<file path="src/rtl/tcw_pkg.sv">
// Shared types and constants for the text console writer.
// Used by every module of the block; depends on nothing.
`timescale 1ns / 1ps

package tcw_pkg;

   localparam int COLUMNS_DEFAULT = 80;
   localparam int ROWS_DEFAULT    = 25;
   localparam int QUEUE_DEPTH     = 2;

   localparam int FUNC_W  = 2;
   localparam int CHAR_W  = 8;
   localparam int ADDR_W  = 11;
   localparam int POS_W   = 11;
   localparam int COL_OUT_W  = 7;
   localparam int LINE_OUT_W = 5;
   localparam int CELL_W  = 16;
   localparam int COLOR_W = 8;

   localparam int REQ_DATA_W = 24;
   localparam int RSP_DATA_W = 40;

   localparam logic [FUNC_W-1:0] FUNC_PUT   = 2'd0;
   localparam logic [FUNC_W-1:0] FUNC_CLEAR = 2'd1;
   localparam logic [FUNC_W-1:0] FUNC_READ  = 2'd2;

   localparam logic [CHAR_W-1:0] CHAR_BACKSPACE = 8'h08;
   localparam logic [CHAR_W-1:0] CHAR_TAB       = 8'h09;
   localparam logic [CHAR_W-1:0] CHAR_NEWLINE   = 8'h0A;
   localparam logic [CHAR_W-1:0] CHAR_RETURN    = 8'h0D;
   localparam logic [CHAR_W-1:0] CHAR_BLANK     = 8'h20;

   localparam int TAB_STEP = 8;
   localparam logic [COLOR_W-1:0] RESET_COLOR = 8'h07;

   localparam logic [2:0] OP_PRINT     = 3'd0;
   localparam logic [2:0] OP_NEWLINE   = 3'd1;
   localparam logic [2:0] OP_RETURN    = 3'd2;
   localparam logic [2:0] OP_TAB       = 3'd3;
   localparam logic [2:0] OP_BACKSPACE = 3'd4;
   localparam logic [2:0] OP_CLEAR     = 3'd5;
   localparam logic [2:0] OP_READ      = 3'd6;
   localparam logic [2:0] OP_NOP       = 3'd7;

   typedef struct packed {
      logic [2:0]        op;
      logic [CHAR_W-1:0] char_code;
      logic [ADDR_W-1:0] cell_address;
      logic              addr_ok;
   } cmd_type;

endpackage

</file>
<file path="src/rtl/tcw_queue.sv">
// Short command queue between the front end and the execution engine.
// Depends on tcw_pkg for the command type and depth.
`timescale 1ns / 1ps

module tcw_queue (
   input  logic             clock,
   input  logic             reset,
   input  logic             push_valid,
   output logic             push_ready,
   input  tcw_pkg::cmd_type push_cmd,
   output logic             pop_valid,
   input  logic             pop,
   output tcw_pkg::cmd_type pop_cmd
);
   import tcw_pkg::*;

   localparam int PTR_W = (QUEUE_DEPTH > 1) ? $clog2(QUEUE_DEPTH) : 1;
   localparam int CNT_W = $clog2(QUEUE_DEPTH + 1);

   cmd_type            slots_ff [QUEUE_DEPTH];
   logic [PTR_W-1:0]   wr_ptr_ff, wr_ptr_in;
   logic [PTR_W-1:0]   rd_ptr_ff, rd_ptr_in;
   logic [CNT_W-1:0]   count_ff, count_in;
   logic               do_push, do_pop;

   assign push_ready = (32'(count_ff) < QUEUE_DEPTH);
   assign pop_valid  = (count_ff != '0);
   assign pop_cmd    = slots_ff[rd_ptr_ff];
   assign do_push    = push_valid && push_ready;
   assign do_pop     = pop && pop_valid;

   always_comb begin
      wr_ptr_in = wr_ptr_ff;
      rd_ptr_in = rd_ptr_ff;
      count_in  = count_ff;
      if (do_push) begin
         wr_ptr_in = (32'(wr_ptr_ff) == QUEUE_DEPTH - 1) ? '0 : wr_ptr_ff + 1'b1;
      end
      if (do_pop) begin
         rd_ptr_in = (32'(rd_ptr_ff) == QUEUE_DEPTH - 1) ? '0 : rd_ptr_ff + 1'b1;
      end
      if (do_push && !do_pop) begin
         count_in = count_ff + 1'b1;
      end else if (do_pop && !do_push) begin
         count_in = count_ff - 1'b1;
      end
   end

   always_ff @(posedge clock) begin
      if (reset) begin
         wr_ptr_ff <= '0;
         rd_ptr_ff <= '0;
         count_ff  <= '0;
      end else begin
         wr_ptr_ff <= wr_ptr_in;
         rd_ptr_ff <= rd_ptr_in;
         count_ff  <= count_in;
      end
      if (do_push) begin
         slots_ff[wr_ptr_ff] <= push_cmd;
      end
   end

endmodule

</file>
<file path="config.mk">
export PLATFORM = sky130hd
export DESIGN_NAME = tcw_queue
export DESIGN_NICKNAME = d
export VERILOG_FILES = /design/src/rtl/tcw_pkg.sv /design/src/rtl/tcw_queue.sv
export SDC_FILE = /design/constraint.sdc
export NUM_CORES = 1
export LEC_CHECK = 0
export BUFFER_PORTS_ARGS = -buffer_cell sky130_fd_sc_hd__buf_2
export CAP_MARGIN = 20
export CELL_PAD_IN_SITES_DETAIL_PLACEMENT = 1
export CELL_PAD_IN_SITES_GLOBAL_PLACEMENT = 1
export CORE_MARGIN = 10
export CORE_UTILIZATION = 38
export DETAILED_ROUTE_END_ITERATION = 7
export GPL_TIMING_DRIVEN = 0
export PLACE_DENSITY = 0.76
export SYNTH_ARGS = -nofsm -noshare
export SYNTH_HDL_FRONTEND = slang
export SYNTH_SLANG_ARGS = --single-unit
</file>
<file path="constraint.sdc">
create_clock -name clock -period 2.1 [get_ports clock]
set_input_delay 0.42 -clock clock [delete_from_list [all_inputs] [get_ports clock]]
set_output_delay 0.42 -clock clock [all_outputs]
set_load 0.005 [all_outputs]
</file>
==> out/results.txt <==
Startpoint Class: flip-flop
row count: 25
final setup fails: 0
pwr dens: 1179 mW/mm^2
LEAKAGE: 0.0008974 uW
first-pass GRT wire length: 6016 um
Final Hold Fails: 0
CTS sink cnt: 51
Ys Warns: 0
total track usage: 9.425%
H-tree depth: 2
Synth cell types: 16
Worst Setup EP: pop_cmd[10]
final instance area: 0.002374 sq mm
HP Class: input pin to flip-flop
worst hold margin: 0.3057 ns
grt ovf: 0
initial antenna violation count: 0
routed vias: 1,005
Post-Synthesis Cells: 94
clock latency at the later pin of the worst-skew pair: 0.30 ns
Synth top area share: 73.90%
cell area after synthesis: 0.001869 sq mm
CTS clock-pin slew for the worst setup and hold paths: 0.09 ns
fraction of layout cells with a size suffix above 1: 56.13%
Post-synth ARST share: 0%
vias in the first global route: 1,211
CTS tree: done
CTS buffer count: 5
Root Buffer Master: clkbuf_8
Routed Wire Length: 3764 um
CP Data Required Time: 1.68 ns
DRT antenna net count: 0
DP Area: 0.002238 sq mm
Remaining DRCs: 0
status: finished clean
hpwl dp: 2801 um
Synth area leaders: edfxtp_1 74%, mux2_2 14%, dfxtp_1 5.4%, xor2_1 1.4%, buf_4 0.80%
Post-CTS Resized: 0
r2r setup slk: 0.50 ns
crit path cell chain: buf_4, mux2_2, buf_2
Die W: 90.14 um
final net count: 182
R2R cell count: 3
Worst-Margin Slew: 0.4937 ns
syn nets: 122
max-cap violation count: 0
per-cell routed wire length: 16.95 um
num ports: 52
Port Buffer Count: 51
setup_tns: 0 ns
Seq/Total Area, Yosys: 79.25%
reg2reg end: slots_ff[1][16]$_DFFE_PP_
routability congestion estimate: 0.6305
synthesized area per cell: 19.89 sq um
post-CTS setup buffer count: 0
Die ar.: 0.008124 sq mm
peak supply drop: 0.4921 mV
Peak Freq: 529.4 MHz
multi-input logic area: 371.6 sq um
clk buf depth: 2
largest net degree at the start of global routing: 24
Antenna Cells: 0
Crit path largest cell delay: 0.43 ns
Total Power: 2797 uW
post-synth top area cell: edfxtp_1
area grow syn2layout: 26.97%
initial core utilization: 39.32%
Worst setup EP type: output port
min cycle time layout: 1.889 ns
main flop type after synthesis: edfxtp_1
Vias/cell: 4.527
count leader, synth: edfxtp_1
cts hold-fix bufs: 0
core area: 0.004755 sq mm
period utilisation layout: 89.95%
Fin Clk Skew: 0.004694 ns
top cells by count, synth: 46 x edfxtp_1, 23 x mux2_2, 5 x dfxtp_1, 4 x nor2_1, 3 x xor2_1
register area: 0.001481 sq mm
RSZ-0062 raised after global routing: false
Slew headroom: 67.09%
kind of critical path: flip-flop to output port
CP max-delay cell: dfxtp_1
height of the chip: 90.14 um
number of synthesized flops with an enable pin: 46
Max Transition Viols Final: 0
synthesized flop and latch total: 51
Initial DRT Pass Iterations: 3
RR Startpoint: count_ff[1]$_SDFFE_PP0P_
CP max FO: 10
WP data arrival: 1.47 ns
Iter 0 DRT Violations: 27
fillcell total: 482
[flip-flops by register name, indices dropped and copies added (netlist names), named ones only]
signal and cells:
slots_ff 46, rd_ptr_ff 1, count_ff 2, wr_ptr_ff 1
[worst min-delay path by stage]
stage                                start                         to  slack [ns]  cells past startpoint
finish                        push_cmd[10]  slots_ff[1][10]$_DFFE_PP_        0.31                      1
global route                  push_cmd[10]  slots_ff[1][10]$_DFFE_PP_        0.29                      1
CTS                           push_cmd[20]  slots_ff[0][20]$_DFFE_PP_        0.29                      1
detailed placement  rd_ptr_ff$_SDFFE_PP0P_     rd_ptr_ff$_SDFFE_PP0P_        0.50                      2
global placement    rd_ptr_ff$_SDFFE_PP0P_     rd_ptr_ff$_SDFFE_PP0P_        0.49                      2
floorplan           rd_ptr_ff$_SDFFE_PP0P_                  flip-flop        0.47                      2
[final cells by class]
class | instances | share of cell area [%]
sequential | 51 | 62.41
multi-input combinational | 40 | 15.66
timing repair buffer | 53 | 13.07
tap | 67 | 3.532
clock buffer | 5 | 2.899
clock inverter | 3 | 1.634
buffer | 2 | 0.6326
inverter | 1 | 0.1581
[cell usage in the layout (no fill, tap or decap)]
master | synthesis | layout
inv_1 | 1 | 1
bufinv_16 | 0 | 1
or2_2 | 1 | 1
buf_2 | 0 | 51
ha_1 | 1 | 1
clkinv_2 | 0 | 1
buf_4 | 2 | 2
nor2b_2 | 0 | 1
or3_1 | 1 | 1
nor2_1 | 4 | 4
mux2_2 | 23 | 23
buf_16 | 0 | 2
and2b_1 | 1 | 1
a21oi_1 | 1 | 1
xor2_1 | 3 | 3
dfxtp_1 | 5 | 5
edfxtp_1 | 46 | 46
o21ai_0 | 2 | 2
xnor2_1 | 1 | 1
clkbuf_8 | 0 | 5
clkinv_1 | 0 | 1
and2_1 | 1 | 1
[metrics by stage]
stage / cells / setup WS, ns / util (%)
final: 222 / 0.2111 / 49.92
after global routing: 222 / 0.1250 / 49.92
after CTS: 221 / 0.1215 / 49.34
after detailed placement: 213 / 0.04963 / 47.08
after global placement: 212 / -0.5608 / 46.45
after floorplan: 94 / 0.01871 / -
[power breakdown]
group	internal (uW)	switching [uW]
Combinational	413	363
Sequential	1310	67.8
Clock	349	295
[routing by layer]
metal / GRT usage (%) / share of wire (%) / up-vias
met5: 0 / 0 / -
met4: 3.581 / 1.5 / 0
met3: 4.073 / 6.9 / 8
met2: 17.13 / 53 / 36
met1: 9.215 / 39 / 486
li1: - / - / 475
[cells by family (layout without fill, tap and decap cells)]
family	after synthesis	in the layout	share of synthesized area [%]
compound gates	3	3	0.8030
fa+ha+maj	1	1	0.6692
mux	23	23	13.86
buf+inv	3	64	1.004
simple gates	9	9	2.544
flops	51	51	79.25
xor+xnor	4	4	1.875
[critical path, delay by kind of cell (launching register included)]
family                 cells  cell delay [ns]
multiplexers               1             0.36
buffers and inverters      2             0.38
flip-flops                 1             0.43
(Power assumes the default switching activity.)
