===== src/rtl/tcw_pkg.sv =====
// Shared types and constants for the text console writer.
// Used by every module of the block; depends on nothing.
`timescale 1ns / 1ps

package tcw_pkg;

   localparam int COLUMNS_DEFAULT = 80;
   localparam int ROWS_DEFAULT    = 25;
   localparam int QUEUE_DEPTH     = 2;

   localparam int FUNC_W  = 2;
   localparam int CHAR_W  = 8;
   localparam int ADDR_W  = 11;
   localparam int POS_W   = 11;
   localparam int COL_OUT_W  = 7;
   localparam int LINE_OUT_W = 5;
   localparam int CELL_W  = 16;
   localparam int COLOR_W = 8;

   localparam int REQ_DATA_W = 24;
   localparam int RSP_DATA_W = 40;

   localparam logic [FUNC_W-1:0] FUNC_PUT   = 2'd0;
   localparam logic [FUNC_W-1:0] FUNC_CLEAR = 2'd1;
   localparam logic [FUNC_W-1:0] FUNC_READ  = 2'd2;

   localparam logic [CHAR_W-1:0] CHAR_BACKSPACE = 8'h08;
   localparam logic [CHAR_W-1:0] CHAR_TAB       = 8'h09;
   localparam logic [CHAR_W-1:0] CHAR_NEWLINE   = 8'h0A;
   localparam logic [CHAR_W-1:0] CHAR_RETURN    = 8'h0D;
   localparam logic [CHAR_W-1:0] CHAR_BLANK     = 8'h20;

   localparam int TAB_STEP = 8;
   localparam logic [COLOR_W-1:0] RESET_COLOR = 8'h07;

   localparam logic [2:0] OP_PRINT     = 3'd0;
   localparam logic [2:0] OP_NEWLINE   = 3'd1;
   localparam logic [2:0] OP_RETURN    = 3'd2;
   localparam logic [2:0] OP_TAB       = 3'd3;
   localparam logic [2:0] OP_BACKSPACE = 3'd4;
   localparam logic [2:0] OP_CLEAR     = 3'd5;
   localparam logic [2:0] OP_READ      = 3'd6;
   localparam logic [2:0] OP_NOP       = 3'd7;

   typedef struct packed {
      logic [2:0]        op;
      logic [CHAR_W-1:0] char_code;
      logic [ADDR_W-1:0] cell_address;
      logic              addr_ok;
   } cmd_type;

endpackage


===== src/rtl/tcw_front.sv =====
// Front end of the text console writer: accepts request transactions,
// classifies them into commands and hands them to the command queue.
// Depends on tcw_pkg.
`timescale 1ns / 1ps

module tcw_front #(
   parameter int CELLS = tcw_pkg::COLUMNS_DEFAULT * tcw_pkg::ROWS_DEFAULT
) (
   input  logic                            clock,
   input  logic                            reset,
   input  logic                            req_tvalid,
   output logic                            req_tready,
   input  logic [tcw_pkg::REQ_DATA_W-1:0]  req_tdata,
   input  logic [tcw_pkg::FUNC_W-1:0]      req_tuser,
   output logic                            push_valid,
   input  logic                            push_ready,
   output tcw_pkg::cmd_type                push_cmd
);
   import tcw_pkg::*;

   logic    hold_valid_ff, hold_valid_in;
   cmd_type hold_cmd_ff, hold_cmd_in;
   cmd_type decoded;
   logic    accept;

   always_comb begin
      decoded.char_code    = req_tdata[CHAR_W-1:0];
      decoded.cell_address = req_tdata[CHAR_W+ADDR_W-1:CHAR_W];
      decoded.addr_ok      = (32'(decoded.cell_address) < CELLS);
      case (req_tuser)
         FUNC_PUT: begin
            case (decoded.char_code)
               CHAR_NEWLINE:   decoded.op = OP_NEWLINE;
               CHAR_RETURN:    decoded.op = OP_RETURN;
               CHAR_TAB:       decoded.op = OP_TAB;
               CHAR_BACKSPACE: decoded.op = OP_BACKSPACE;
               default:        decoded.op = OP_PRINT;
            endcase
         end
         FUNC_CLEAR: decoded.op = OP_CLEAR;
         FUNC_READ:  decoded.op = OP_READ;
         default:    decoded.op = OP_NOP;
      endcase
   end

   assign req_tready = !hold_valid_ff || push_ready;
   assign accept     = req_tvalid && req_tready;
   assign push_valid = hold_valid_ff;
   assign push_cmd   = hold_cmd_ff;

   always_comb begin
      hold_valid_in = hold_valid_ff && !push_ready;
      hold_cmd_in   = hold_cmd_ff;
      if (accept) begin
         hold_valid_in = 1'b1;
         hold_cmd_in   = decoded;
      end
   end

   always_ff @(posedge clock) begin
      if (reset) begin
         hold_valid_ff <= 1'b0;
      end else begin
         hold_valid_ff <= hold_valid_in;
      end
      hold_cmd_ff <= hold_cmd_in;
   end

endmodule


===== config.mk =====
export PLATFORM = sky130hd
export DESIGN_NAME = tcw_front
export DESIGN_NICKNAME = d
export VERILOG_FILES = /design/src/rtl/tcw_pkg.sv /design/src/rtl/tcw_front.sv
export SDC_FILE = /design/constraint.sdc
export NUM_CORES = 1
export LEC_CHECK = 0
export ABC_AREA = 1
export BUFFER_PORTS_ARGS = -buffer_cell sky130_fd_sc_hd__buf_2
export CAP_MARGIN = 25
export CORE_MARGIN = 3
export CORE_UTILIZATION = 40
export DETAILED_ROUTE_END_ITERATION = 7
export GPL_TIMING_DRIVEN = 0
export PLACE_DENSITY = 0.76
export SYNTH_ARGS = -nofsm -noshare
export SYNTH_HDL_FRONTEND = slang
export SYNTH_SLANG_ARGS = --single-unit

===== constraint.sdc =====
create_clock -name clock -period 2.3 [get_ports clock]
set_input_delay 0 -clock clock [delete_from_list [all_inputs] [get_ports clock]]
set_output_delay 0 -clock clock [all_outputs]
set_load 0.05 [all_outputs]

==> run_results.csv <==
group,metric,value,unit
power,p_int,0.000637,W
sta,final.setup.worst_slack,1.05,ns
sta,rsz0062_at_grt,"no",
clock_tree,tritoncts,"yes",
route,wirelength,1830,µm
placed_design,port_buffers,49,
power,power.total,0.000885,W
floorplanning,core_area,0.00202,mm²
route,ant_nets,0,
grt,overflow,0,
critical_path,arrival,1.27,ns
logic_synthesis,synth_compound_area_share,2.72,%
critical_path,crit_slowest_cell,"a21oi_2",
logic_synthesis,netlist_area,875,µm²
critical_path,crit_fanout,16,
sta,finalSetupViolCount,0,
floorplanning,die-width,52.8,µm
logic_synthesis,synthSimpleGateAreaFrac,9.16,%
sta,clock_skew,0.00167,ns
grt,grt_max_degree,17,
critical_path,end_kind,"register",
critical_path,critical_path_class,"register to register",
route,first_pass_iters,4,
sta,hold_slack,0.100,ns
clock_tree,cts_buffers,3,
clock_tree,h-tree-depth,1,
sta,period_needed,1.25,ns
logic_synthesis,syn_area_per_cell,15.3,µm²
logic_synthesis,syn-num-nets,89,
grt,grt_pass1_wl,2690,µm
placed_design,dp_hpwl,1350,µm
clock_tree,insertion_delay,0.30,ns
critical_path,r2r_cells,2,
grt,grt_pass1_vias,684,
critical_path,cp-start-kind,"register",
logic_synthesis,yosysUniqueCellTypes,14,
logic_synthesis,synth.area.mux_share,0,%
critical_path,required,2.32,ns
critical_path,reg2reg_from,"push_valid$_SDFF_PP0_",
power,powerDensity,628,mW/mm²
sta,max_slew_margin,68.6,%
route,viasPerCell,4.47,
critical_path,critPathMaxStageDelay,0.40,ns
sta,finalHoldViolCount,0,
placed_design,dpl_cell_area,0.00117,mm²
finish,final_area,0.00141,mm²
power,seq_power_share,58.2,%
route,via_count,711,
min_path,worstHoldPathType,"primary input to register",
logic_synthesis,ys_seq_area_share,81.3,%
logic_synthesis,yosys_warnings,0,
clock_tree,cts.sinks,24,
power,swShare,28.0,%
logic_synthesis,synth_seq_cells,24,
min_path,min_path_cells,4,
floorplanning,die_area,0.00278,mm²
logic_synthesis,synth-adder-area-share,2.86,%
critical_path,cp_cell_sequence,"a21oi_2 -> buf_8",
floorplanning,ios,55,
sta,clock.fmax,0.799,GHz
logic_synthesis,synth_area_leaders,"edfxtp_1, nand2_1, inv_1",
power,p_clk_share,19.2,%
route,wl_per_cell,11.5,µm
power,power_switching,0.000247,W
logic_synthesis,syn_inst,57,
run_status,outcome,"complete, no violations",
finish,final_common_cell,"buf_2",
power,max-vdd-ir-drop,0.372,mV
placed_design,gp_congestion,0.678,
min_path,min_to,"push_cmd[21]$_DFFE_PP_",
route,drcViolationCount,0,
sta,slew_viol_final,0,
route,initialDrtViolationCount,5,
finish,areaGrowthSynthToFinish,61.1,%
finish,num-nets-final,165,
power,leakagePower,0.631,nW
grt,antenna_found_initial,0,
min_path,min_from,"req_tuser[0]",
sta,period_share,54.4,%
critical_path,timing.reg2reg.setup_slack,1.05,ns
clock_tree,clockBufferDepth,2,
grt,track_usage,14.2,%
clock_tree,clk_pin_slew,0.11,ns
clock_tree,cts-root-buf,"clkbuf_4",
finish,final_layout_size_suffix_gt1_share,41.7,%
power,p_comb_share,22.6,%
logic_synthesis,synth_top_family_by_area,"simple AND/OR/NAND/NOR gates",
finish,final_cell_mix,"buf_2, edfxtp_1, dlygate4sd3_1",
floorplanning,num_rows,16,
logic_synthesis,yosys.area.top_type,"edfxtp_1",
finish,diodes,0,
placed_design,dp_slack,1.05,ns
sta,fin_setup_tns,0,ns
clock_tree,cts_resized,0,
logic_synthesis,yosysTopAreaCellShare,79.0,%
logic_synthesis,synthXorXnorAreaFrac,1.00,%
job,max_cap_violations,0,
floorplanning,start_util,43.3,%
critical_path,reg2reg_to,"push_cmd[6]$_DFFE_PP_",
sta,worstMarginPinSlew,0.471,ns
floorplanning,chipHeight,52.8,µm
[repair_timing]
action                                 CTS  global route
hold buffers                            21             0
endpoints found under the hold margin   21             0
setup buffers                            0             0
[sequential cells by signal, indices dropped and copies added (netlist names)]
name,count
push_cmd,23
push_valid,1
[kinds of logic (layout without fill, tap and decap cells)]
| logic type | Yosys count | in the layout |
|---|---|---|
| buf+inv | 7 | 82 |
| compound gates | 4 | 4 |
| simple gates | 19 | 19 |
| xor+xnor | 1 | 1 |
| fa+ha+maj | 2 | 2 |
| flops | 24 | 24 |
[routing by layer]
layer	up-vias	global-route usage, %	routed length, µm
met5	-	0	0
met4	0	7.66	34
met3	5	3.42	117
met2	35	28.5	988
met1	320	12.4	694
li1	351	-	-
[critical path: cells and delay by family, from the launching register on]
kind	cells	cell delay, ns
buffers and inverters	1	0.23
flip-flops	1	0.35
AO/OA/AOI/OAI	1	0.40
[final cells by class]
cell class	count	area, µm²
sequential	24	711
fill	150	613
timing repair buffer	71	470
multi-input combinational	26	141
tap	27	33.8
inverter	7	26.3
clock buffer	3	22.5
clock inverter	1	3.75
[power by group through the flow]
stage | registers [W] | logic [W] | clock network [W]
floorplan | 0.000616 | 0.0000248 | 0
global route | 0.000517 | 0.000212 | 0.000194
finish | 0.000515 | 0.000200 | 0.000170
global placement | 0.000525 | 0.000165 | 0
CTS | 0.000515 | 0.000200 | 0.000177
detailed placement | 0.000525 | 0.000172 | 0
[cell usage after synthesis]
| cell | instances |
|---|---|
| edfxtp_1 | 23 |
| nand2_1 | 11 |
| inv_1 | 7 |
| nor2_1 | 4 |
| a21oi_1 | 2 |
| ha_1 | 2 |
| and3_1 | 1 |
| dfxtp_1 | 1 |
| nand3_1 | 1 |
| nand4_1 | 1 |
| nor2_2 | 1 |
| o2111ai_1 | 1 |
| o21ai_0 | 1 |
| xor2_1 | 1 |
[worst max-delay path by stage]
| stage | from | endpoint | slack (ns) |
|---|---|---|---|
| 5_1_grt | push_valid$_SDFF_PP0_ | push_cmd[1]$_DFFE_PP_ | 0.97 |
| 2_1_floorplan | push_valid$_SDFF_PP0_ | push_cmd[0]$_DFFE_PP_ | 0.16 |
| 4_1_cts | push_valid$_SDFF_PP0_ | push_cmd[9]$_DFFE_PP_ | 1.03 |
| 3_5_place_dp | push_valid$_SDFF_PP0_ | push_cmd[9]$_DFFE_PP_ | 1.05 |
| 3_3_place_gp | push_valid$_SDFF_PP0_ | push_cmd[8]$_DFFE_PP_ | 0.1 |
| 6_report | push_valid$_SDFF_PP0_ | push_cmd[6]$_DFFE_PP_ | 1.05 |
[stage by stage]
| stage | utilization (%) | instances |
|---|---|---|
| after global routing | 69.7 | 159 |
| after global placement | 57.1 | 133 |
| after detailed placement | 58.0 | 134 |
| final | 69.7 | 159 |
| after CTS | 69.7 | 159 |
| after floorplan | - | 57 |
Note: power is estimated with default switching activity, not from simulation.
